**src/hw/rtl/ial_pkg.sv**
```systemverilog
// Shared constants, command codes, sequencer states and result type for the list engine.
`timescale 1ns / 1ps
`default_nettype none

package ial_pkg;

  // Store geometry
  localparam int DEPTH  = 16;
  localparam int DATA_W = 32;
  localparam int ADDR_W = $clog2(DEPTH);
  localparam int CNT_W  = $clog2(DEPTH + 1);
  localparam int POS_W  = 5;
  localparam int CMD_W  = 4;

  localparam logic [CNT_W-1:0] DEPTH_CNT = CNT_W'(DEPTH);

  // Command codes
  typedef enum logic [CMD_W-1:0] {
    CMD_READ         = 4'd0,
    CMD_SEARCH       = 4'd1,
    CMD_INSERT_AT    = 4'd2,
    CMD_INSERT_FRONT = 4'd3,
    CMD_INSERT_BACK  = 4'd4,
    CMD_REMOVE_AT    = 4'd5,
    CMD_REMOVE_FRONT = 4'd6,
    CMD_REMOVE_BACK  = 4'd7,
    CMD_REPLACE      = 4'd8
  } cmd_t;

  // Sequencer states
  typedef enum logic [3:0] {
    ST_IDLE,
    ST_EXEC,
    ST_RD_WAIT,
    ST_SRCH_RD,
    ST_SRCH_CMP,
    ST_UP_RD,
    ST_UP_WR,
    ST_DN_RD,
    ST_DN_WR,
    ST_DONE
  } state_t;

  // One result item
  typedef struct packed {
    logic              ok;
    logic [DATA_W-1:0] read_value;
    logic [CNT_W-1:0]  found_index;
    logic [CNT_W-1:0]  count_after;
  } res_t;

endpackage

`default_nettype wire

```
**src/hw/rtl/ial_core.sv**
```systemverilog
// Sequencer, two-port list store and shared compare/step unit of the list engine.
`timescale 1ns / 1ps
`default_nettype none

module ial_core (
  input  wire logic                      clk,
  input  wire logic                      rst,
  input  wire logic                      start,
  input  wire logic [ial_pkg::CMD_W-1:0]  cmd_in,
  input  wire logic [ial_pkg::POS_W-1:0]  pos_in,
  input  wire logic [ial_pkg::DATA_W-1:0] val_in,
  input  wire logic [ial_pkg::CNT_W-1:0]  cap,
  input  wire logic                      out_free,
  output      logic                      idle,
  output      logic                      done,
  output      ial_pkg::res_t             res
);
  import ial_pkg::*;

  // List store: one write port, one registered read port
  logic [DATA_W-1:0] mem [DEPTH];
  logic [DATA_W-1:0] rd_data;
  logic [ADDR_W-1:0] rd_addr;
  logic [ADDR_W-1:0] wr_addr;
  logic [DATA_W-1:0] wr_data;
  logic              wr_en;

  always_ff @(posedge clk) begin
    if (wr_en) begin
      mem[wr_addr] <= wr_data;
    end
    rd_data <= mem[rd_addr];
  end

  // Sequencer registers
  state_t            state, state_next;
  logic [CMD_W-1:0]  op, op_next;
  logic [POS_W-1:0]  pos, pos_next;
  logic [DATA_W-1:0] val, val_next;
  logic [CNT_W-1:0]  idx, idx_next;
  logic [CNT_W-1:0]  count, count_next;
  logic              r_ok, r_ok_next;
  logic [DATA_W-1:0] r_rd, r_rd_next;
  logic [CNT_W-1:0]  r_found, r_found_next;

  // Shared step unit: neighbor indexes and the bound compare
  logic [CNT_W-1:0] idx_inc;
  logic [CNT_W-1:0] idx_dec;
  logic [CNT_W-1:0] cnt_dec;
  logic             pos_lt_cnt;

  assign idx_inc    = idx + CNT_W'(1);
  assign idx_dec    = idx - CNT_W'(1);
  assign cnt_dec    = count - CNT_W'(1);
  assign pos_lt_cnt = (POS_W'(count) > pos);

  always_ff @(posedge clk) begin
    if (rst) begin
      state <= ST_IDLE;
      count <= '0;
    end else begin
      state <= state_next;
      count <= count_next;
    end
  end

  always_ff @(posedge clk) begin
    op      <= op_next;
    pos     <= pos_next;
    val     <= val_next;
    idx     <= idx_next;
    r_ok    <= r_ok_next;
    r_rd    <= r_rd_next;
    r_found <= r_found_next;
  end

  // Next state and store control
  always_comb begin
    state_next   = state;
    op_next      = op;
    pos_next     = pos;
    val_next     = val;
    idx_next     = idx;
    count_next   = count;
    r_ok_next    = r_ok;
    r_rd_next    = r_rd;
    r_found_next = r_found;
    rd_addr      = idx[ADDR_W-1:0];
    wr_en        = 1'b0;
    wr_addr      = idx[ADDR_W-1:0];
    wr_data      = rd_data;

    unique case (state)
      ST_IDLE: begin
        if (start) begin
          op_next    = cmd_in;
          pos_next   = pos_in;
          val_next   = val_in;
          state_next = ST_EXEC;
        end
      end

      ST_EXEC: begin
        r_ok_next    = 1'b0;
        r_rd_next    = '0;
        r_found_next = '0;
        state_next   = ST_DONE;
        case (op) inside
          CMD_READ: begin
            if (count != '0) begin
              rd_addr    = pos_lt_cnt ? pos[ADDR_W-1:0] : cnt_dec[ADDR_W-1:0];
              r_ok_next  = pos_lt_cnt;
              state_next = ST_RD_WAIT;
            end
          end
          CMD_SEARCH: begin
            r_found_next = count;
            idx_next     = '0;
            if (count != '0) begin
              state_next = ST_SRCH_RD;
            end
          end
          CMD_INSERT_AT, CMD_INSERT_FRONT, CMD_INSERT_BACK: begin
            // insertion point goes into pos for the shift loop
            if (op == CMD_INSERT_FRONT) begin
              pos_next = '0;
            end else if (op == CMD_INSERT_BACK) begin
              pos_next = POS_W'(count);
            end
            idx_next = count;
            if (count < cap && !((op == CMD_INSERT_AT) && (pos > POS_W'(count)))) begin
              state_next = ST_UP_RD;
            end
          end
          CMD_REMOVE_AT, CMD_REMOVE_FRONT, CMD_REMOVE_BACK: begin
            if (op == CMD_REMOVE_FRONT) begin
              idx_next = '0;
            end else if (op == CMD_REMOVE_BACK) begin
              idx_next = cnt_dec;
            end else begin
              idx_next = CNT_W'(pos);
            end
            if (count != '0 && (op != CMD_REMOVE_AT || pos_lt_cnt)) begin
              state_next = ST_DN_RD;
            end
          end
          CMD_REPLACE: begin
            if (pos_lt_cnt) begin
              wr_en     = 1'b1;
              wr_addr   = pos[ADDR_W-1:0];
              wr_data   = val;
              r_ok_next = 1'b1;
            end
          end
          default: begin
          end
        endcase
      end

      ST_RD_WAIT: begin
        r_rd_next  = rd_data;
        state_next = ST_DONE;
      end

      // Search: read one entry, then compare it
      ST_SRCH_RD: begin
        rd_addr    = idx[ADDR_W-1:0];
        state_next = ST_SRCH_CMP;
      end

      ST_SRCH_CMP: begin
        if (rd_data == val) begin
          r_found_next = idx;
          r_ok_next    = 1'b1;
          state_next   = ST_DONE;
        end else if (idx_inc >= count) begin
          state_next = ST_DONE;
        end else begin
          idx_next   = idx_inc;
          state_next = ST_SRCH_RD;
        end
      end

      // Insert: move entries up from the tail, then drop the value in
      ST_UP_RD: begin
        if (POS_W'(idx) > pos) begin
          rd_addr    = idx_dec[ADDR_W-1:0];
          state_next = ST_UP_WR;
        end else begin
          wr_en      = 1'b1;
          wr_addr    = pos[ADDR_W-1:0];
          wr_data    = val;
          count_next = count + CNT_W'(1);
          r_ok_next  = 1'b1;
          state_next = ST_DONE;
        end
      end

      ST_UP_WR: begin
        wr_en      = 1'b1;
        wr_addr    = idx[ADDR_W-1:0];
        idx_next   = idx_dec;
        state_next = ST_UP_RD;
      end

      // Remove: move entries down toward the hole
      ST_DN_RD: begin
        if (idx_inc < count) begin
          rd_addr    = idx_inc[ADDR_W-1:0];
          state_next = ST_DN_WR;
        end else begin
          count_next = cnt_dec;
          r_ok_next  = 1'b1;
          state_next = ST_DONE;
        end
      end

      ST_DN_WR: begin
        wr_en      = 1'b1;
        wr_addr    = idx[ADDR_W-1:0];
        idx_next   = idx_inc;
        state_next = ST_DN_RD;
      end

      ST_DONE: begin
        if (out_free) begin
          state_next = ST_IDLE;
        end
      end

      default: begin
        state_next = ST_IDLE;
      end
    endcase
  end

  assign idle            = (state == ST_IDLE);
  assign done            = (state == ST_DONE);
  assign res.ok          = r_ok;
  assign res.read_value  = r_rd;
  assign res.found_index = r_found;
  assign res.count_after = count;

  // Checks
  a_count_bound: assert property (@(posedge clk) disable iff (rst)
    count <= DEPTH_CNT)
    else $error("list count above depth");

  a_count_only_at_done: assert property (@(posedge clk) disable iff (rst)
    ($past(!rst) && count != $past(count)) |-> (state == ST_DONE))
    else $error("count changed outside command completion");

  a_done_holds: assert property (@(posedge clk) disable iff (rst)
    (done && !out_free) |=> done)
    else $error("result dropped while output slot busy");

  a_start_exec: assert property (@(posedge clk) disable iff (rst)
    (idle && start) |=> (state == ST_EXEC))
    else $error("accepted command not executed");

  a_write_in_range: assert property (@(posedge clk) disable iff (rst)
    (wr_en && (state == ST_UP_WR || state == ST_DN_WR)) |-> (idx < DEPTH_CNT))
    else $error("shift write outside store");

endmodule

`default_nettype wire

```
**src/hw/rtl/indexed_array_list_engine_top.sv**
```systemverilog
// Top level of the indexed list engine: handshakes, capacity register and result register.
// Sequencing: replace and failed commands finish in the execute state; read adds a wait state
//   for the registered store read; search reads then compares each entry in turn; insert and
//   remove read then write each shifted entry. One command at a time; a full-list search is the
//   worst case; input is ready again when the result loads into the output register.
// Reset: count cleared, capacity register set to 16, output empty; store contents are not cleared.
`timescale 1ns / 1ps
`default_nettype none

module indexed_array_list_engine_top (
  input  wire logic                      clk,
  input  wire logic                      rst,
  input  wire logic                      in_valid,
  output      logic                      in_ready,
  input  wire logic [ial_pkg::CMD_W-1:0]  cmd,
  input  wire logic [ial_pkg::POS_W-1:0]  position,
  input  wire logic [ial_pkg::DATA_W-1:0] value,
  output      logic                      out_valid,
  input  wire logic                      out_ready,
  output      logic                      ok,
  output      logic [ial_pkg::DATA_W-1:0] read_value,
  output      logic [ial_pkg::CNT_W-1:0]  found_index,
  output      logic [ial_pkg::CNT_W-1:0]  count_after,
  input  wire logic                      cfg_wen,
  input  wire logic [4:0]                cfg_wdata
);
  import ial_pkg::*;

  // Capacity register and its clamp to 1..DEPTH
  logic [4:0]       capacity_limit;
  logic [CNT_W-1:0] cap_eff;

  always_ff @(posedge clk) begin
    if (rst) begin
      capacity_limit <= 5'd16;
    end else if (cfg_wen) begin
      capacity_limit <= cfg_wdata;
    end
  end

  always_comb begin
    if (capacity_limit == '0) begin
      cap_eff = CNT_W'(1);
    end else if (CNT_W'(capacity_limit) > DEPTH_CNT) begin
      cap_eff = DEPTH_CNT;
    end else begin
      cap_eff = CNT_W'(capacity_limit);
    end
  end

  // Core
  logic core_idle;
  logic core_done;
  logic out_free;
  res_t core_res;
  res_t out_res;

  assign in_ready = core_idle;
  assign out_free = !out_valid || out_ready;

  ial_core u_core (
    .clk      (clk),
    .rst      (rst),
    .start    (in_valid && in_ready),
    .cmd_in   (cmd),
    .pos_in   (position),
    .val_in   (value),
    .cap      (cap_eff),
    .out_free (out_free),
    .idle     (core_idle),
    .done     (core_done),
    .res      (core_res)
  );

  // Output register: loads a finished result when the slot is free
  always_ff @(posedge clk) begin
    if (rst) begin
      out_valid <= 1'b0;
    end else if (core_done && out_free) begin
      out_valid <= 1'b1;
    end else if (out_ready) begin
      out_valid <= 1'b0;
    end
  end

  always_ff @(posedge clk) begin
    if (core_done && out_free) begin
      out_res <= core_res;
    end
  end

  assign ok          = out_res.ok;
  assign read_value  = out_res.read_value;
  assign found_index = out_res.found_index;
  assign count_after = out_res.count_after;

endmodule

`default_nettype wire

```
**config.mk**
```make
export PLATFORM = sky130hd
export DESIGN_NAME = indexed_array_list_engine_top
export DESIGN_NICKNAME = d
export VERILOG_FILES = /design/src/hw/rtl/ial_pkg.sv /design/src/hw/rtl/ial_core.sv /design/src/hw/rtl/indexed_array_list_engine_top.sv
export SDC_FILE = /design/constraint.sdc
export NUM_CORES = 1
export LEC_CHECK = 0
export ABC_AREA = 1
export BUFFER_PORTS_ARGS = -buffer_cell sky130_fd_sc_hd__buf_2
export CAP_MARGIN = 30
export CORE_MARGIN = 2
export CORE_UTILIZATION = 58
export CTS_BUF_LIST = sky130_fd_sc_hd__clkbuf_16
export CTS_CLUSTER_SIZE = 28
export DETAILED_ROUTE_END_ITERATION = 10
export PLACE_DENSITY = 0.81
export SYNTH_ARGS = -nofsm -noshare
export SYNTH_HDL_FRONTEND = slang
export SYNTH_HIERARCHICAL = 1
export SYNTH_SLANG_ARGS = --single-unit
```
**constraint.sdc**
```tcl
create_clock -name clk -period 6.7 [get_ports clk]
set_input_delay 0.67 -clock clk [delete_from_list [all_inputs] [get_ports clk]]
set_output_delay 0.67 -clock clk [all_outputs]
set_load 0.02 [all_outputs]
```
# After elaboration in Yosys (flattened, before gate mapping)
# Memory sizes are Yosys's and may differ from the RTL's. A register that Yosys moved wholly into a read port is not among the register bits.
# Cells that the tools add are included.
[op_classes]
reduce_logical = 30
n_addsub = 4
n_eq_ne = 31
magnitude_cmp = 7
n_mux = 81
[op_table]
columns = ["cell", "count"]
rows = [
  ["$mux 32", 7],
  ["$pmux 32 s2", 2],
  ["$mux 5", 21],
  ["$mux 4", 25],
  ["$pmux 4 s10", 1],
  ["$eq 32x32->1", 1],
  ["$eq 4x3->1 const B", 8],
  ["$pmux 5 s2", 3],
  ["$pmux 5 s4", 1],
  ["$mux 1", 17],
  ["$eq 4x2->1 const B", 4],
  ["$gt 5x5->1", 3],
  ["$eq 4x4->1 const B", 3],
  ["$ne 2x2->1 const B", 6],
  ["$pmux 4 s3", 1],
  ["$add 5x1->5 const B", 2],
  ["$lt 5x5->1", 2],
  ["$reduce_bool 2->1", 5],
  ["$sub 5x1->5 const B", 2],
  ["$eq 4x1->1 const B", 2],
  ["$logic_not 4->1", 2],
  ["$ne 2x1->1 const B", 4],
  ["$pmux 4 s2", 1],
  ["$reduce_bool 4->1", 2],
  ["other kinds (19)", 28],
]
[word_totals]
memories = 1
in_bits = 51
ramBits = 512
elab_cells = 169
output_inout_bits = 45
reg_bits = 142
[memory_table]
columns = ["memory", "depth", "width", "rd", "rd_ports_with_merged_regs", "write_ports", "line", "source"]
rows = [
  ["u_core.mem", 16, 32, 1, 1, 1, "ial_core.sv:21", "logic [DATA_W-1:0] mem [DEPTH];"],
]

# Depth between registers and ports, before layout
[depth]
depth_word = 10
ltp_mapped = 21
ltp_nobuf = 19

# Modules after synthesis
# The synthesis kept the hierarchy.
[by_module_without_submodules]
columns = ["mod", "cells_each", "seq_area_each_um2", "area_each_um2", "instances"]
rows = [
  ["ial_core", 2653, 18718.0, 28142.0, 1],
  ["indexed_array_list_engine_top", 85, 1411.4, 1557.7, 1],
]

# Worst setup path after synthesis
# No wires, ideal clock.
[synth_timing]
path_kind = "flip-flop to flip-flop"
from = "register u_core.count[4]"
to = "memory u_core.mem[14][0], enable pin"
setup_ps = 421
path_slack_ps = 2740
path_stages_with_launch = 13
synth_period_minus_slack_ps = 3960
t_required_ps = 6279
path_buffers = 0
t_arrival_ps = 3539
cell_sequence = "dfxtp_1 -> inv_1 -> ha_1 -> a21o_1 -> nor2_1 -> nand2_1 -> nor3_2 -> nand2_1 -> nand2_1 -> nand2_1 -> o21ai_0 -> nand3_1 -> nor2_1"
[synth_between]
elab_chain_len = 10
elab_cells_between_ends = 17
cone_classes = "1 x order compare; 16 x mux"
[synth_lines]
columns = ["item", "line", "source"]
rows = [
  ["start, declared", "ial_core.sv:41", "logic [CNT_W-1:0] count, count_next;"],
  ["start signal, assigned", "ial_core.sv:63", "count <= count_next;"],
  ["$gt 5x5->1 *", "ial_core.sv:55", "assign pos_lt_cnt = (POS_W'(count) > pos);"],
  ["$mux 1", "ial_core.sv:148", "if (pos_lt_cnt) begin"],
  ["$mux 1 (5 in series)", "ial_core.sv:108", "case (op) inside"],
  ["$pmux 1 s3", "ial_core.sv:93", "unique case (state)"],
  ["$mux 1", "ial_core.sv:29", "if (wr_en) begin"],
  ["$mux 1 (implied by the code)", "ial_core.sv:30", "mem[wr_addr] <= wr_data;"],
  ["end, declared", "ial_core.sv:21", ""],
]
# Every way passes the cells marked *; elsewhere a longest branch is shown, timed or not.

# Worst setup path after layout
[layout_timing]
from = "register u_core.count[4]"
to = "memory u_core.mem[6][20], enable pin"
# Same word-level chain as after synthesis.

==> flow_metrics.py <==
metrics = {
    "cts": {
        "cts_max_level": 3,
        "cts.sinks": 686,
        "root_buffer": "clkbuf_16",
        "cts_hold_buf": 0,
        "clk_path_buf_depth": 3,
        "cts_tree": "yes",
        "clk_latency_ns": 0.62,
        "clk_pin_slew_ns": 0.07,
        "ctsResizeCount": 0,
        "cts_made_buffers": 69,
        "post_cts_buffers": 0,
    },
    "drt": {
        "wl_met2_um": 35000,
        "wl_um": 74100,
        "wire_per_inst_um": 20.9,
        "met1Wirelength_um": 27400,
        "viasPerCell": 5.95,
        "firstDrtPassIters": 8,
        "wl_met3_um": 9240,
        "drtIter0Drc": 2871,
        "top_layer": "met5",
        "vias": 21105,
        "ant_nets": 0,
        "drc": 0,
    },
    "final_layout": {
        "num_antenna_cells": 0,
        "drive_gt1_share_pct": 10.8,
        "fillCellCount": 3399,
        "final_cell_area_mm2": 0.0335,
        "fin_nets": 2897,
        "area_growth_pct": 12.9,
    },
    "timing": {
        "setup_viol": 0,
        "fmax_mhz": 208,
        "hold_viol_final": 0,
        "fin_crit_ns": 4.82,
        "finalClockSkew_ns": 0.0204,
        "slew_violations": 0,
        "rsz0062_at_grt": "no",
        "period_share_pct": 71.9,
        "relSlewSlack_pct": 26.2,
        "setup_tns_ns": 0,
        "worst_pin_slew_ns": 1.10,
    },
    "power": {
        "p_int_w": 0.00985,
        "p_clk_share_pct": 23.2,
        "cellPowerDensity_mw_per_mm2": 492,
        "combinationalPowerShare_pct": 39.4,
        "switching_share_pct": 40.3,
        "sequentialPowerShare_pct": 37.3,
        "power_switching_w": 0.00666,
        "power.leakage_nw": 13.4,
        "ir_drop_v": 0.000552,
    },
    "synth": {
        "synth-seq-cells": 686,
        "synth_top_area_share_pct": 64.6,
        "async_reset_ff_share_pct": 0,
        "synth_edf_count": 639,
        "yosys-top-cells-area": "edfxtp_1 (65%), nand3_1 (9.4%), nand2_1 (8.5%)",
        "ys_seq_area_share_pct": 67.8,
        "syn_area_mm2": 0.0297,
        "synth_top_area_cell": "edfxtp_1",
        "synth_area_per_cell_um2": 10.8,
        "postSynthCellCount": 2738,
        "yosys_warnings": 6,
        "synth_nets": 2812,
        "ys.flop_type": "edfxtp_1",
        "synth_cell_types": 45,
    },
    "critical_path": {
        "end_kind": "register",
        "cp.arrival_ns": 5.08,
        "critPathMaxFanout": 27,
        "startpoint_type": "register",
        "cp_num_buf_inv": 3,
        "path_cells": "inv_1 -> ha_1 -> a21o_1 -> nor2_1 -> nand2_1 -> nor3_2 -> nand2_1 -> nand2_2 -> o21ai_0 -> inv_1 -> nand2_1 -> nor2_4 -> buf_4",
        "crit_slowest_cell": "nor2_4",
        "critPathRequiredTime_ns": 6.97,
        "path_class": "register to register",
        "slowest_delay_ns": 0.71,
        "path_delay_family": "simple AND/OR/NAND/NOR gates",
        "crit_top_cell": "nand2_1",
    },
    "job": {
        "drv_cap": 0,
    },
    "placed_design": {
        "gp_congestion": 0.943,
        "place_area_mm2": 0.0312,
        "place_hpwl_um": 44200,
        "io_buffers": 95,
    },
    "global_routing": {
        "antenna_found_initial": 1,
        "grt_max_degree": 208,
        "grt_pass1_vias": 20241,
        "grt-ovfl-total": 0,
        "grt_pass1_wl_um": 113000,
        "grt_usage_pct": 27.8,
    },
    "floorplanning": {
        "io_pins": 96,
        "die_area_mm2": 0.0530,
        "core_area_mm2": 0.0504,
        "die_w_um": 230,
        "fp-row-count": 82,
        "start_util_pct": 59.0,
        "die_h_um": 230,
    },
    "worst_hold_path": {
        "min_path_type": "input port to register",
    },
    "outcome": {
        "status": "finished clean",
    },
}
## cells by family after synthesis
logic type / Yosys count / share of synthesized area, %
and+or+nand+nor: 1432 / 21.7
DFF: 686 / 67.8
buffers and inverters: 447 / 6.29
AOI/OAI and AO/OA: 112 / 2.11
xor gates and xnor gates: 38 / 1.12
adders and majority gates: 23 / 0.969
## layout by cell type, fill, tap and decap left out, drive strengths merged
cell type	synthesis	routed
o22ai	1	1
clkbuf	18	69
or2	3	3
nor2	98	98
nor3b	1	1
a311oi	2	2
a41oi	2	2
nand3	559	559
o311ai	1	1
and3	2	2
nand4	14	14
nor3	10	10
a221oi	1	1
o221ai	2	2
buf	130	162
o31ai	1	1
bufinv	0	8
dfxtp	47	47
xor2	19	19
clkinv	3	31
clkinvlp	0	3
nand3b	64	64
inv	296	314
o211ai	7	7
a211oi	3	3
nand2	679	679
nor4	2	2
ha	23	23
a21o	1	1
xnor2	19	19
edfxtp	639	639
o21ai	61	61
a21oi	30	30
## cell type report
cell class | instances | area [um^2] | share of cell area, %
sequential | 686 | 20100 | 60.0
timing repair buffer | 162 | 1260 | 3.75
tap | 672 | 841 | 2.51
clock buffer | 69 | 1730 | 5.15
multi-input combinational | 1605 | 7910 | 23.6
clock inverter | 57 | 539 | 1.61
inverter | 299 | 1130 | 3.37
## final timing paths
check,start,endpoint,cells after the start,slack (ns)
worst max-delay path,u_core/count[4]$_SDFFE_PP0P_,u_core/mem[6][20]$_DFFE_PP_,13,1.88
worst min-delay path,value[16],u_core/val[16]$_DFFE_PP_,1,0.22
worst max register to register,u_core/count[4]$_SDFFE_PP0P_,u_core/mem[6][20]$_DFFE_PP_,13,1.88
worst min register to register,u_core/r_rd[14]$_SDFFCE_PN0P_,read_value[14]$_DFFE_PP_,0,0.42
## power groups by stage
stage | Clock, W | Sequential [W] | Combinational (W)
CTS | 0.00388 | 0.00616 | 0.00633
finish | 0.00384 | 0.00617 | 0.00651
floorplan | 0 | 0.00618 | 0.00429
global route | 0.00403 | 0.00620 | 0.00707
detailed placement | 0 | 0.00624 | 0.00625
global placement | 0 | 0.00622 | 0.00597
## state kept, by name, summed over array words and instances, names as in the netlist, 32 cells and up
name            cells
read_value         32
u_core/mem        512
u_core/r_rd        32
u_core/rd_data     32
u_core/val         32
## metrics by stage
step | utilization, % | instances | hold WS [ns] | setup WS [ns] | power, W
after detailed placement | 62.0 | 3420 | 0.405 | 2.01 | 0.0125
after global placement | 61.3 | 3403 | 0.401 | 2.26 | 0.0122
after global routing | 66.6 | 3550 | 0.210 | 1.61 | 0.0173
after floorplan | - | 2738 | 0.400 | 2.74 | 0.0105
after CTS | 66.5 | 3546 | 0.204 | 1.99 | 0.0164
final | 66.6 | 3550 | 0.225 | 1.88 | 0.0165
## Yosys cell counts, types with 8 or more instances
cell type,instances
a21oi_1,30
buf_2,116
buf_4,9
clkbuf_1,18
dfxtp_1,47
edfxtp_1,639
ha_1,23
inv_1,288
nand2_1,672
nand3_1,558
nand3b_1,64
nand4_1,13
nor2_1,94
nor3_1,8
o21ai_0,59
xnor2_1,19
xor2_1,19
## routing by layer
layer | vias to the layer above | global-route usage (%)
li1 | 9527 | -
met1 | 9974 | 37.1
met2 | 1380 | 44.6
met5 | - | 0
met3 | 222 | 6.93
met4 | 2 | 9.98
Note: power is estimated with default switching activity, not from simulation.
